--- src/rtl/core/ilna_pkg.sv ---
// Shared types, constants and helpers for the icosahedral lattice neighbor address block.
package ilna_pkg;

    localparam int MAX_L        = 64;
    localparam int L_W          = 7;   // holds 1..MAX_L
    localparam int COORD_W      = 6;
    localparam int NCOORD_W     = 7;
    localparam int PATCH_W      = 4;
    localparam int INDEX_W      = 16;
    localparam int ROW_W        = 10;  // patch*L + y, at most 10*64
    localparam int QUEUE_DEPTH  = 4;
    localparam int QPTR_W       = $clog2(QUEUE_DEPTH);

    localparam logic [L_W-1:0]     L_RESET      = L_W'(2);
    localparam logic [PATCH_W-1:0] HALF_PATCHES = PATCH_W'(5);
    localparam logic [PATCH_W-1:0] LAST_PATCH   = PATCH_W'(9);
    localparam logic [PATCH_W-1:0] PATCH_SOUTH  = PATCH_W'(10);
    localparam logic [PATCH_W-1:0] PATCH_NORTH  = PATCH_W'(11);
    localparam logic [NCOORD_W-1:0] COORD_POLE  = '1;  // -1

    typedef enum logic [1:0] {
        KIND_PLUS_X = 2'd0,
        KIND_PLUS_Y = 2'd1,
        KIND_PLUS_Z = 2'd2
    } kind_t;

    // Classified request, front to back
    typedef struct packed {
        logic [NCOORD_W-1:0] nx;
        logic [NCOORD_W-1:0] ny;
        logic [PATCH_W-1:0]  ns;
        logic                bad;
    } step_t;

    // Clamp the size register to 1..MAX_L
    function automatic logic [L_W-1:0] eff_size(input logic [L_W-1:0] v);
        logic [L_W-1:0] r;
        if (v == '0)
            r = L_W'(1);
        else if (v > L_W'(MAX_L))
            r = L_W'(MAX_L);
        else
            r = v;
        return r;
    endfunction

endpackage

--- src/rtl/core/icosahedral_lattice_neighbor_address_top.sv ---
// Top level of the icosahedral lattice neighbor address generator.
// Path: a request accepted on s_tvalid/s_tready passes the queue write, the row product
//   stage and the index product stage / output register before it shows on m_tvalid.
// Throughput: one request per cycle while m_tready stays high; the four-entry queue and the output
//   register let the input side keep taking requests while a result waits.
// Reset (rst_n low, asynchronous): queue and pipeline empty, lattice size back to 2.
module icosahedral_lattice_neighbor_address_top (
    input  logic        clk,
    input  logic        rst_n,
    // Configuration: lattice size L
    input  logic        cfg_we,
    input  logic [6:0]  cfg_wdata,
    // Request stream
    input  logic        s_tvalid,
    output logic        s_tready,
    input  logic [15:0] s_tdata,   // site_x[5:0], site_y[11:6], site_patch[15:12]
    input  logic [1:0]  s_tuser,   // kind[1:0]
    // Result stream
    output logic        m_tvalid,
    input  logic        m_tready,
    output logic [39:0] m_tdata,   // next_x[6:0], next_y[13:7], next_patch[17:14],
                                   // next_index[33:18], zero[39:34]
    output logic [0:0]  m_tuser    // bad_input[0]
);
    import ilna_pkg::*;

    logic [L_W-1:0]     size_reg;
    logic [L_W-1:0]     size_next;
    logic [L_W-1:0]     l_eff;

    step_t              front_step;
    logic               q_full;
    logic               q_not_empty;
    step_t              q_step;
    logic               push;
    logic               pop;

    step_t              res_step;
    logic [INDEX_W-1:0] res_index;

    // Size register; the clamp keeps L within 1..MAX_L everywhere downstream
    assign size_next = cfg_we ? cfg_wdata : size_reg;

    always_ff @(posedge clk or negedge rst_n)
    begin
        if (!rst_n)
            size_reg <= L_RESET;
        else
            size_reg <= size_next;
    end

    assign l_eff = eff_size(size_reg);

    // Front end classifies in the accepting cycle and writes the queue
    assign s_tready = !q_full;
    assign push     = s_tvalid && s_tready;

    ilna_front u_front (
        .kind       (s_tuser),
        .site_x     (s_tdata[5:0]),
        .site_y     (s_tdata[11:6]),
        .site_patch (s_tdata[15:12]),
        .l_eff      (l_eff),
        .step       (front_step)
    );

    ilna_queue u_queue (
        .clk       (clk),
        .rst_n     (rst_n),
        .push      (push),
        .push_data (front_step),
        .full      (q_full),
        .pop       (pop),
        .not_empty (q_not_empty),
        .pop_data  (q_step)
    );

    // Back end drains the queue and computes the linear index
    ilna_back u_back (
        .clk       (clk),
        .rst_n     (rst_n),
        .l_eff     (l_eff),
        .in_valid  (q_not_empty),
        .in_step   (q_step),
        .in_take   (pop),
        .out_valid (m_tvalid),
        .out_ready (m_tready),
        .out_step  (res_step),
        .out_index (res_index)
    );

    assign m_tdata = {6'b0, res_index, res_step.ns, res_step.ny, res_step.nx};
    assign m_tuser = res_step.bad;

endmodule

--- src/rtl/core/ilna_front.sv ---
// Front end: checks a request and resolves the neighbor site across patch edges.
module ilna_front (
    input  logic [1:0]                    kind,
    input  logic [ilna_pkg::COORD_W-1:0]  site_x,
    input  logic [ilna_pkg::COORD_W-1:0]  site_y,
    input  logic [ilna_pkg::PATCH_W-1:0]  site_patch,
    input  logic [ilna_pkg::L_W-1:0]      l_eff,
    output ilna_pkg::step_t               step
);
    import ilna_pkg::*;

    logic [L_W-1:0]      x7;
    logic [L_W-1:0]      y7;
    logic [L_W-1:0]      last;
    logic                south;
    logic                x_last;
    logic                y_last;
    logic                bad;
    logic [PATCH_W-1:0]  s_next_south;  // (s+1)%5 for southern s
    logic [PATCH_W-1:0]  s_down_north;  // (s-4)%5 for northern s
    logic [PATCH_W-1:0]  s_next_north;  // (s+1)%5+5 for northern s
    logic [NCOORD_W-1:0] nx;
    logic [NCOORD_W-1:0] ny;
    logic [PATCH_W-1:0]  ns;

    assign x7     = {1'b0, site_x};
    assign y7     = {1'b0, site_y};
    assign last   = l_eff - L_W'(1);
    assign south  = site_patch < HALF_PATCHES;
    assign x_last = x7 == last;
    assign y_last = y7 == last;
    assign bad    = (x7 >= l_eff) || (y7 >= l_eff) || (site_patch > LAST_PATCH)
                    || !(kind == KIND_PLUS_X || kind == KIND_PLUS_Y || kind == KIND_PLUS_Z);

    assign s_next_south = (site_patch == HALF_PATCHES - PATCH_W'(1)) ? '0
                        : site_patch + PATCH_W'(1);
    assign s_down_north = (site_patch == LAST_PATCH) ? '0
                        : site_patch - (HALF_PATCHES - PATCH_W'(1));
    assign s_next_north = (site_patch == LAST_PATCH) ? HALF_PATCHES
                        : site_patch + PATCH_W'(1);

    always_comb
    begin
        nx = x7 + NCOORD_W'(1);
        ny = y7;
        ns = site_patch;
        case (kind_t'(kind))
            KIND_PLUS_X:
            begin
                if (x_last)
                begin
                    if (south && site_y == '0)
                    begin
                        nx = COORD_POLE; ny = COORD_POLE; ns = PATCH_SOUTH;
                    end
                    else if (south)
                    begin
                        nx = y7; ny = '0; ns = s_next_south;
                    end
                    else
                    begin
                        nx = '0; ny = y7; ns = s_down_north;
                    end
                end
            end
            KIND_PLUS_Y:
            begin
                nx = x7;
                ny = y7 + NCOORD_W'(1);
                if (y_last)
                begin
                    if (south)
                    begin
                        ny = '0; ns = site_patch + HALF_PATCHES;
                    end
                    else if (site_x == '0)
                    begin
                        nx = COORD_POLE; ny = COORD_POLE; ns = PATCH_NORTH;
                    end
                    else
                    begin
                        nx = '0; ny = l_eff - x7; ns = s_next_north;
                    end
                end
            end
            KIND_PLUS_Z:
            begin
                ny = y7 + NCOORD_W'(1);
                if (south && x_last)
                begin
                    nx = last - y7; ny = '0; ns = s_next_south;
                end
                else if (south && y_last)
                begin
                    ny = '0; ns = site_patch + HALF_PATCHES;
                end
                else if (!south && y_last)
                begin
                    nx = '0; ny = last - x7; ns = s_next_north;
                end
                else if (!south && x_last)
                begin
                    nx = '0; ns = s_down_north;
                end
            end
            default:
            begin
                nx = '0; ny = '0; ns = '0;
            end
        endcase
        if (bad)
        begin
            nx = '0; ny = '0; ns = '0;
        end
    end

    assign step = '{nx: nx, ny: ny, ns: ns, bad: bad};

endmodule

--- src/rtl/core/ilna_queue.sv ---
// Short register queue between the front end and the index back end.
module ilna_queue (
    input  logic            clk,
    input  logic            rst_n,
    input  logic            push,
    input  ilna_pkg::step_t push_data,
    output logic            full,
    input  logic            pop,
    output logic            not_empty,
    output ilna_pkg::step_t pop_data
);
    import ilna_pkg::*;

    step_t             mem_reg [QUEUE_DEPTH];
    logic [QPTR_W-1:0] wr_ptr_reg;
    logic [QPTR_W-1:0] wr_ptr_next;
    logic [QPTR_W-1:0] rd_ptr_reg;
    logic [QPTR_W-1:0] rd_ptr_next;
    logic [QPTR_W:0]   count_reg;
    logic [QPTR_W:0]   count_next;

    assign full      = count_reg == (QPTR_W+1)'(QUEUE_DEPTH);
    assign not_empty = count_reg != '0;
    assign pop_data  = mem_reg[rd_ptr_reg];

    always_comb
    begin
        wr_ptr_next = push ? wr_ptr_reg + QPTR_W'(1) : wr_ptr_reg;
        rd_ptr_next = pop  ? rd_ptr_reg + QPTR_W'(1) : rd_ptr_reg;
        count_next  = count_reg + (QPTR_W+1)'(push) - (QPTR_W+1)'(pop);
    end

    always_ff @(posedge clk or negedge rst_n)
    begin
        if (!rst_n)
        begin
            wr_ptr_reg <= '0;
            rd_ptr_reg <= '0;
            count_reg  <= '0;
        end
        else
        begin
            wr_ptr_reg <= wr_ptr_next;
            rd_ptr_reg <= rd_ptr_next;
            count_reg  <= count_next;
        end
    end

    always_ff @(posedge clk)
    begin
        if (push)
            mem_reg[wr_ptr_reg] <= push_data;
    end

endmodule

--- src/rtl/core/ilna_back.sv ---
// Back end: two-stage linear index computation, (patch*L + y)*L + x, with output register.
module ilna_back (
    input  logic                          clk,
    input  logic                          rst_n,
    input  logic [ilna_pkg::L_W-1:0]      l_eff,
    input  logic                          in_valid,
    input  ilna_pkg::step_t               in_step,
    output logic                          in_take,
    output logic                          out_valid,
    input  logic                          out_ready,
    output ilna_pkg::step_t               out_step,
    output logic [ilna_pkg::INDEX_W-1:0]  out_index
);
    import ilna_pkg::*;

    localparam int PROD1_W = PATCH_W + L_W;
    localparam int PROD2_W = ROW_W + L_W;

    logic                s1_vld_reg;
    logic                s1_vld_next;
    step_t               s1_step_reg;
    logic [ROW_W-1:0]    s1_row_reg;
    logic [COORD_W-1:0]  s1_col_reg;
    logic                s2_vld_reg;
    logic                s2_vld_next;
    step_t               s2_step_reg;
    logic [INDEX_W-1:0]  s2_index_reg;

    logic                s1_load;
    logic                s2_load;
    logic                pole;
    logic [PATCH_W-1:0]  ip;
    logic [COORD_W-1:0]  iy;
    logic [COORD_W-1:0]  ix;
    logic [PROD1_W-1:0]  prod1;
    logic [PROD2_W-1:0]  prod2;

    assign s2_load = !s2_vld_reg || out_ready;
    assign s1_load = !s1_vld_reg || s2_load;
    assign in_take = in_valid && s1_load;

    // Poles: south is 10*L*L, north is 10*L*L + 1
    assign pole  = in_step.ns == PATCH_SOUTH || in_step.ns == PATCH_NORTH;
    assign ip    = pole ? PATCH_SOUTH : in_step.ns;
    assign iy    = pole ? '0 : in_step.ny[COORD_W-1:0];
    assign ix    = (in_step.ns == PATCH_NORTH) ? COORD_W'(1)
                 : (pole ? '0 : in_step.nx[COORD_W-1:0]);
    assign prod1 = ip * l_eff;
    assign prod2 = s1_row_reg * l_eff;

    always_comb
    begin
        s1_vld_next = s1_load ? in_valid : s1_vld_reg;
        s2_vld_next = s2_load ? s1_vld_reg : s2_vld_reg;
    end

    always_ff @(posedge clk or negedge rst_n)
    begin
        if (!rst_n)
        begin
            s1_vld_reg <= 1'b0;
            s2_vld_reg <= 1'b0;
        end
        else
        begin
            s1_vld_reg <= s1_vld_next;
            s2_vld_reg <= s2_vld_next;
        end
    end

    always_ff @(posedge clk)
    begin
        if (in_take)
        begin
            s1_step_reg <= in_step;
            s1_row_reg  <= ROW_W'(prod1 + PROD1_W'(iy));
            s1_col_reg  <= ix;
        end
        if (s2_load && s1_vld_reg)
        begin
            s2_step_reg  <= s1_step_reg;
            s2_index_reg <= INDEX_W'(prod2 + PROD2_W'(s1_col_reg));
        end
    end

    assign out_valid = s2_vld_reg;
    assign out_step  = s2_step_reg;
    assign out_index = s2_index_reg;

endmodule

--- config.mk ---
export PLATFORM = sky130hd
export DESIGN_NAME = icosahedral_lattice_neighbor_address_top
export DESIGN_NICKNAME = d
export VERILOG_FILES = /design/src/rtl/core/ilna_pkg.sv /design/src/rtl/core/icosahedral_lattice_neighbor_address_top.sv /design/src/rtl/core/ilna_front.sv /design/src/rtl/core/ilna_queue.sv /design/src/rtl/core/ilna_back.sv
export SDC_FILE = /design/constraint.sdc
export NUM_CORES = 1
export LEC_CHECK = 0
export BUFFER_PORTS_ARGS = -buffer_cell sky130_fd_sc_hd__buf_2
export CAP_MARGIN = 20
export CORE_MARGIN = 2
export CORE_UTILIZATION = 35
export DETAILED_ROUTE_END_ITERATION = 7
export PLACE_DENSITY = 0.56
export REMOVE_ABC_BUFFERS = 1
export SYNTH_ARGS = -nofsm -noshare
export SYNTH_HDL_FRONTEND = slang
export SYNTH_SLANG_ARGS = --single-unit
--- constraint.sdc ---
create_clock -name clk -period 6.1 [get_ports clk]
set_input_delay 1.83 -clock clk [delete_from_list [all_inputs] [get_ports clk]]
set_output_delay 1.83 -clock clk [all_outputs]
set_load 0.01 [all_outputs]
# Word-level counts from Yosys, hierarchy flattened
# Memories as Yosys holds them, arrays and structs flattened.
# Index checks and enable logic that the tools add are counted.
# totals
regBits	86
latch_bits	0
ram_bits	76
rom_bits	0
input_bits	30
out_inout_bits	43
elab_cells	122
mem_count	1
# mem_list
name	depth	word_bits	rd	rd_ports_with_merged_regs	wr	line_no	rtl
u_queue.mem_reg	4	19	1	0	1	ilna_queue.sv:14	step_t mem_reg [QUEUE_DEPTH];
# op_classes
addsub	15
mul	2
div	0
order_cmp	5
n_eq_ne	9
shift	0
n_mux	45
n_bitwise	0
n_reduce_logical	27
# ops
operator	n
2-to-1 mux 7 bit	21
2-to-1 mux 4 bit	15
case mux 7 bit (3 select lines)	2
subtractor 7 x 6 -> 7 bit	3
2-to-1 mux 6 bit	3
adder 16 x 6 -> 16 bit	1
multiplier 10 x 7 -> 16 bit	1
adder 6 x 1 -> 7 bit (second input constant)	2
== test 6 x 7 -> 1 bit	2
greater-or-equal comparator 6 x 7 -> 1 bit	2
== test 4 bit (second input constant)	3
logical NOT 6 bit	2
case mux 4 bit (3 select lines)	1
adder 10 x 6 -> 10 bit	1
multiplier 4 x 7 -> 10 bit	1
logical AND 1 bit	8
logical OR 1 bit	8
greater-than comparator 7 bit (second input constant)	1
logical NOT 7 bit	1
subtractor 7 x 1 -> 7 bit (second input constant)	1
logical NOT 1 bit	5
adder 2 x 1 -> 2 bit (second input constant)	2
adder 4 x 1 -> 4 bit (second input constant)	1
adder 4 x 3 -> 4 bit (second input constant)	1
other kinds (13)	15

# Logic depth before layout (Yosys ltp)
# logic_depth
word_depth	12
depth_mapped	20
depth_no_buf	20

# Cells and area by module
# Synthesis repeated with hierarchy kept, for this count alone.
# hier_totals
cells_unflattened	1059
area_unflattened_um2	11806.3
# by_module_without_submodules
mod	instances	cells_each	area_each_um2	seq_area_each_um2
ilna_back	1	495	5680.4	2152.1
ilna_queue	1	133	3133.0	2457.4
ilna_front	1	398	2610.0	0.0
icosahedral_lattice_neighbor_address_top	1	33	382.9	176.4

# Least setup slack after synthesis
# Ideal clock, no wire load.
# synth_path
kind	reg2reg
from	register size_reg[6]
to	register u_back.s2_index_reg[15] (netlist: u_back.out_index[15]), data pin
setup_time_ns	0.266
arrival_ns	4.858
required_ns	5.834
setup_slack_ns	0.976
path_stages_with_launch	19
path_buffers	2
synth_period_minus_slack_ns	5.124
cell_sequence	dfrtp_1 clkbuf_1 nor2b_1 clkbuf_1 nand2_1 fa_1 inv_1 fa_1 fa_1 inv_1 fa_1 inv_1 ha_1 a211o_1 a21oi_1 nor2_1 o221a_2 o41ai_1 xnor2_1
# synth_between
elab_chain_len	5
word_cells_on_any_way	6
cone_classes	1 x add/sub; 1 x mul; 1 x order compare; 2 x mux; 1 x reduce/logical
# synth_rtl
element	line_no	rtl
from (decl)	icosahedral_lattice_neighbor_address_top.sv:27	logic [L_W-1:0] size_reg;
from (signal assigned)	icosahedral_lattice_neighbor_address_top.sv:49	size_reg <= size_next;
greater-than comparator 7 bit	ilna_pkg.sv:40	else if (v > L_W'(MAX_L))
2-to-1 mux 7 bit	ilna_pkg.sv:40	
2-to-1 mux 7 bit (*)	ilna_pkg.sv:38	if (v == '0)
multiplier 10 x 7 -> 16 bit (*)	ilna_back.sv:49	assign prod2 = s1_row_reg * l_eff;
adder 16 x 6 -> 16 bit (*)	ilna_back.sv:82	s2_index_reg <= INDEX_W'(prod2 + PROD2_W'(s1_col_reg));
to (signal assigned)	ilna_back.sv:82	
to (decl)	ilna_back.sv:27	logic [INDEX_W-1:0] s2_index_reg;
# Mark *: on every way between the ends. The rest lies on a longest branch, timed or not.
# A chain may end at the register's enable or synchronous reset.

# Worst setup path after layout
# Same ends and word-level chain as after synthesis.

==> summary.md <==
| Metric | Value |
|---|---|
| CTS root buffer | clkbuf_16 |
| Die X | 186 um |
| Setup_tns | 0 ns |
| Max Used Layer | met4 |
| Tcrit/Tclk final | 86.5% |
| Number of setup violations in the final report | 0 |
| Tot GR Track Use | 16.6% |
| Vias | 7954 |
| M1 WL | 12.4 mm |
| IO Port Bufs | 66 |
| # DRC | 0 |
| Placer congestion estimate | 0.941 |
| Syn Inst Count | 1054 |
| Largest net degree at the start of global routing | 39 |
| Register area share after synthesis | 41.2% |
| Leak pwr | 5.50 nW |
| Internal reg-to-reg setup slack | 0.82 ns |
| Fin area | 0.0130 sq mm |
| Placed wire-length estimate | 20.8 mm |
| Clk_skew | 0.0107 ns |
| Fmax | 189 MHz |
| Final core occ | 39.9% |
| Fillers | 3182 |
| Post-Route WL | 27.6 mm |
| Vias per cell | 5.05 |
| Die Footprint | 0.0347 sq mm |
| Skew-Pair Late Insertion Delay | 0.43 ns |
| CTS tree | done |
| GRT overflow | 0 |
| Clock Pin Slew Worst Setup and Hold Paths | 0.07 ns |
| Pwr per Cell Area | 490 mW/mm^2 |
| Core Box Area | 0.0326 sq mm |
| CP Launch Type | flop |
| Slowest cell on crit path | fa_1 |
| Routed wl met3 | 1.33 mm |
| Synth warn | 0 |
| Critical R2R Launch | size_reg[6]$_DFFE_PN0P_ |
| Proportion of layout cells with a drive suffix above 1 | 14.1% |
| CP Capture Type | flop |
| Most common cell on crit path | fa_1 |
| Post-synthesis async set-or-reset flop share | 9.88% |
| Worst-path maximum fanout | 16 |
| Post-synth EDFFs | 146 |
| Initial Util | 35.6% |
| Max_cap viols | 0 |
| Final Slew Violations | 0 |
| Transition time of the tightest slew-check pin | 1.07 ns |
| Dominant synthesized flop cell | edfxtp_1 |
| Area grow syn2layout | 12.1% |
| CTS max path bufs | 2 |
| HP Class | reg2reg |
| Layout net count | 1312 |
| Hold path cells | 0 |
| Critical Path Source | size_reg[6]$_DFFE_PN0P_ |
| Depth of the worst register-to-register path | 18 |
| Avg Inst Size Synth | 11.0 sq um |
| Routed wl met2 | 13.3 mm |
| Post-DP Area | 0.0125 sq mm |
| Starting DRT DRC Count | 502 |
| Post-Syn Area | 0.0116 sq mm |
| CTS Hold Buffers Added | 0 |
| Row cnt | 66 |
| Fin. Hold Viols | 0 |
| H-tree depth | 4 |
| Top post-synthesis cells by area | edfxtp_1 (38%), ha_1 (11%), fa_1 (11%) |
| Synth area leader | edfxtp_1 |
| CTS buffer count | 17 |
| Worst endpoint required time | 6.27 ns |
| Reg-to-Reg End | u_back.out_index[15]$_DFFE_PP_ |
| Clock Sinks | 162 |
| I/O pin count | 73 |
| CP arrival | 5.45 ns |
| First-pass GRT wire length | 43.8 mm |
| Post-CTS resize count | 0 |
| Library cells used by synthesis | 73 |
| Number of detailed-route iterations in the first pass | 5 |
| Largest register FFs | 76 |
| #FFs+latches synth | 162 |
| DIE HEIGHT | 186 um |
| Wire per inst | 17.5 um |
| Worst vdd ir | 0.240 mV |
| Vias in the first global route | 8005 |
| Post-CTS Setup Inserts | 0 |
| WS Path Type | reg2reg |
| Cell chain of the critical path | buf_4, nor2b_1, buf_4, nand2_1, fa_1, inv_1, fa_1, fa_1, inv_1, fa_1, inv_1, ha_1, a211o_1, a21oi_1, nor2_1, o221a_2, o41ai_1, xnor2_1 |
| Initial antenna violation count | 0 |
| Synth top area share | 37.7% |
| Unrepaired setup endpoints after global routing | false |
| Max incr delay on CP | 0.55 ns |
| Antenna-violating nets left | 0 |
| Run status | finished clean |
| Fin crit period | 5.28 ns |
| Slew margin rel. | 28.7% |
| CP endpoint | u_back.out_index[15]$_DFFE_PP_ |
==> Yosys cell counts (3+ instances only) <==
cell / number
o22ai_1: 5
buf_2: 6
nand2_1: 80
nand4_1: 4
or2_2: 4
a211oi_1: 4
dfrtp_1: 15
o31ai_1: 4
o21ai_0: 45
o21a_1: 9
a21oi_1: 55
o211ai_1: 6
mux4_2: 19
ha_1: 101
o21bai_1: 5
buf_6: 3
nor2b_1: 16
o221ai_1: 5
xnor2_1: 39
edfxtp_1: 146
and3_1: 7
nand3_1: 16
a31oi_1: 16
nor2_1: 54
fa_1: 62
a21o_1: 9
xor2_1: 13
nor3_1: 11
clkbuf_1: 25
or3_1: 6
and2_1: 62
inv_1: 128
nand2b_1: 10
buf_4: 6
a21boi_0: 4
mux2_2: 7
==> metrics by stage <==
step | worst slack, ns | hold WS [ns] | std cells | total power [W]
global route | 0.577 | 0.426 | 1574 | 0.00699
CTS | 0.820 | 0.421 | 1574 | 0.00648
global placement | 0.977 | 0.403 | 1542 | 0.00535
floorplan | 0.938 | 0.400 | 1018 | 0.00451
detailed placement | 0.796 | 0.405 | 1542 | 0.00539
finish | 0.823 | 0.419 | 1575 | 0.00639
==> power breakdown <==
group / switching (W) / internal [W]
combinational: 0.00189 / 0.00148
sequential: 0.000166 / 0.00180
clock: 0.000473 / 0.000577
total: 0.00253 / 0.00386
==> worst min path at each step <==
stage | from | endpoint
final | u_back.s1_step_reg[17]$_DFFE_PP_ | u_back.out_step[17]$_DFFE_PP_
after global routing | u_back.s1_step_reg[5]$_DFFE_PP_ | u_back.out_step[5]$_DFFE_PP_
after CTS | u_back.s1_step_reg[5]$_DFFE_PP_ | u_back.out_step[5]$_DFFE_PP_
after detailed placement | u_back.s1_step_reg[5]$_DFFE_PP_ | u_back.out_step[5]$_DFFE_PP_
after global placement | u_back.s1_step_reg[8]$_DFFE_PP_ | u_back.out_step[8]$_DFFE_PP_
after floorplan | u_back.s1_step_reg[0]$_DFFE_PP_ | u_back.out_step[0]$_DFFE_PP_
==> layout by cell type, fill, tap and decap left out, types with 19 or more instances in the layout <==
cell and n:
edfxtp_1 146, inv_1 128, ha_1 101, nand2_1 80
buf_2 66, fa_1 62, and2_1 61, nor2_1 54
a21oi_1 54, o21ai_0 45, xnor2_1 39, mux4_2 19
==> kinds of logic (layout without fill, tap and decap cells) <==
| logic type | after synthesis | count (layout) | share of synthesized area, % |
|---|---|---|---|
| AO/OA/AOI/OAI | 196 | 196 | 10.7 |
| XOR/XNOR | 52 | 52 | 3.92 |
| multiplexers | 26 | 26 | 4.36 |
| AND/OR/NAND/NOR | 284 | 284 | 12.3 |
| flip-flops | 162 | 162 | 41.2 |
| other | 1 | 7 | 0.0323 |
| buffers and inverters | 170 | 243 | 5.94 |
| adder cells (fa/ha/maj) | 163 | 163 | 21.6 |
==> worst max-delay path: cells and delay by family (launching register included) <==
| family | cells | cell delay, ns |
|---|---|---|
| fa+ha+maj | 5 | 2.40 |
| compound gates | 4 | 1.08 |
| buf+inv | 5 | 0.61 |
| flops | 1 | 0.49 |
| simple gates | 3 | 0.32 |
| xor+xnor | 1 | 0.11 |
==> cell type report <==
| cell class | instances | area, sq um | area share (%) |
|---|---|---|---|
| diodes | 1 | 2.50 | 0.0192 |
| clock buffers | 18 | 429 | 3.29 |
| clock inverters | 14 | 148 | 1.13 |
| inverters | 129 | 484 | 3.72 |
| multi-input cells | 727 | 6180 | 47.4 |
| flip-flops and latches | 162 | 4790 | 36.7 |
| well taps | 442 | 553 | 4.24 |
| repair buffers | 82 | 450 | 3.46 |
==> per-layer routing <==
metal,global-route usage [%],vias to the layer above
met5,0,-
met4,5.26,0
met3,2.65,43
met2,28.1,206
met1,22.0,3910
li1,-,3795
Note: power is estimated with default switching activity, not from simulation.
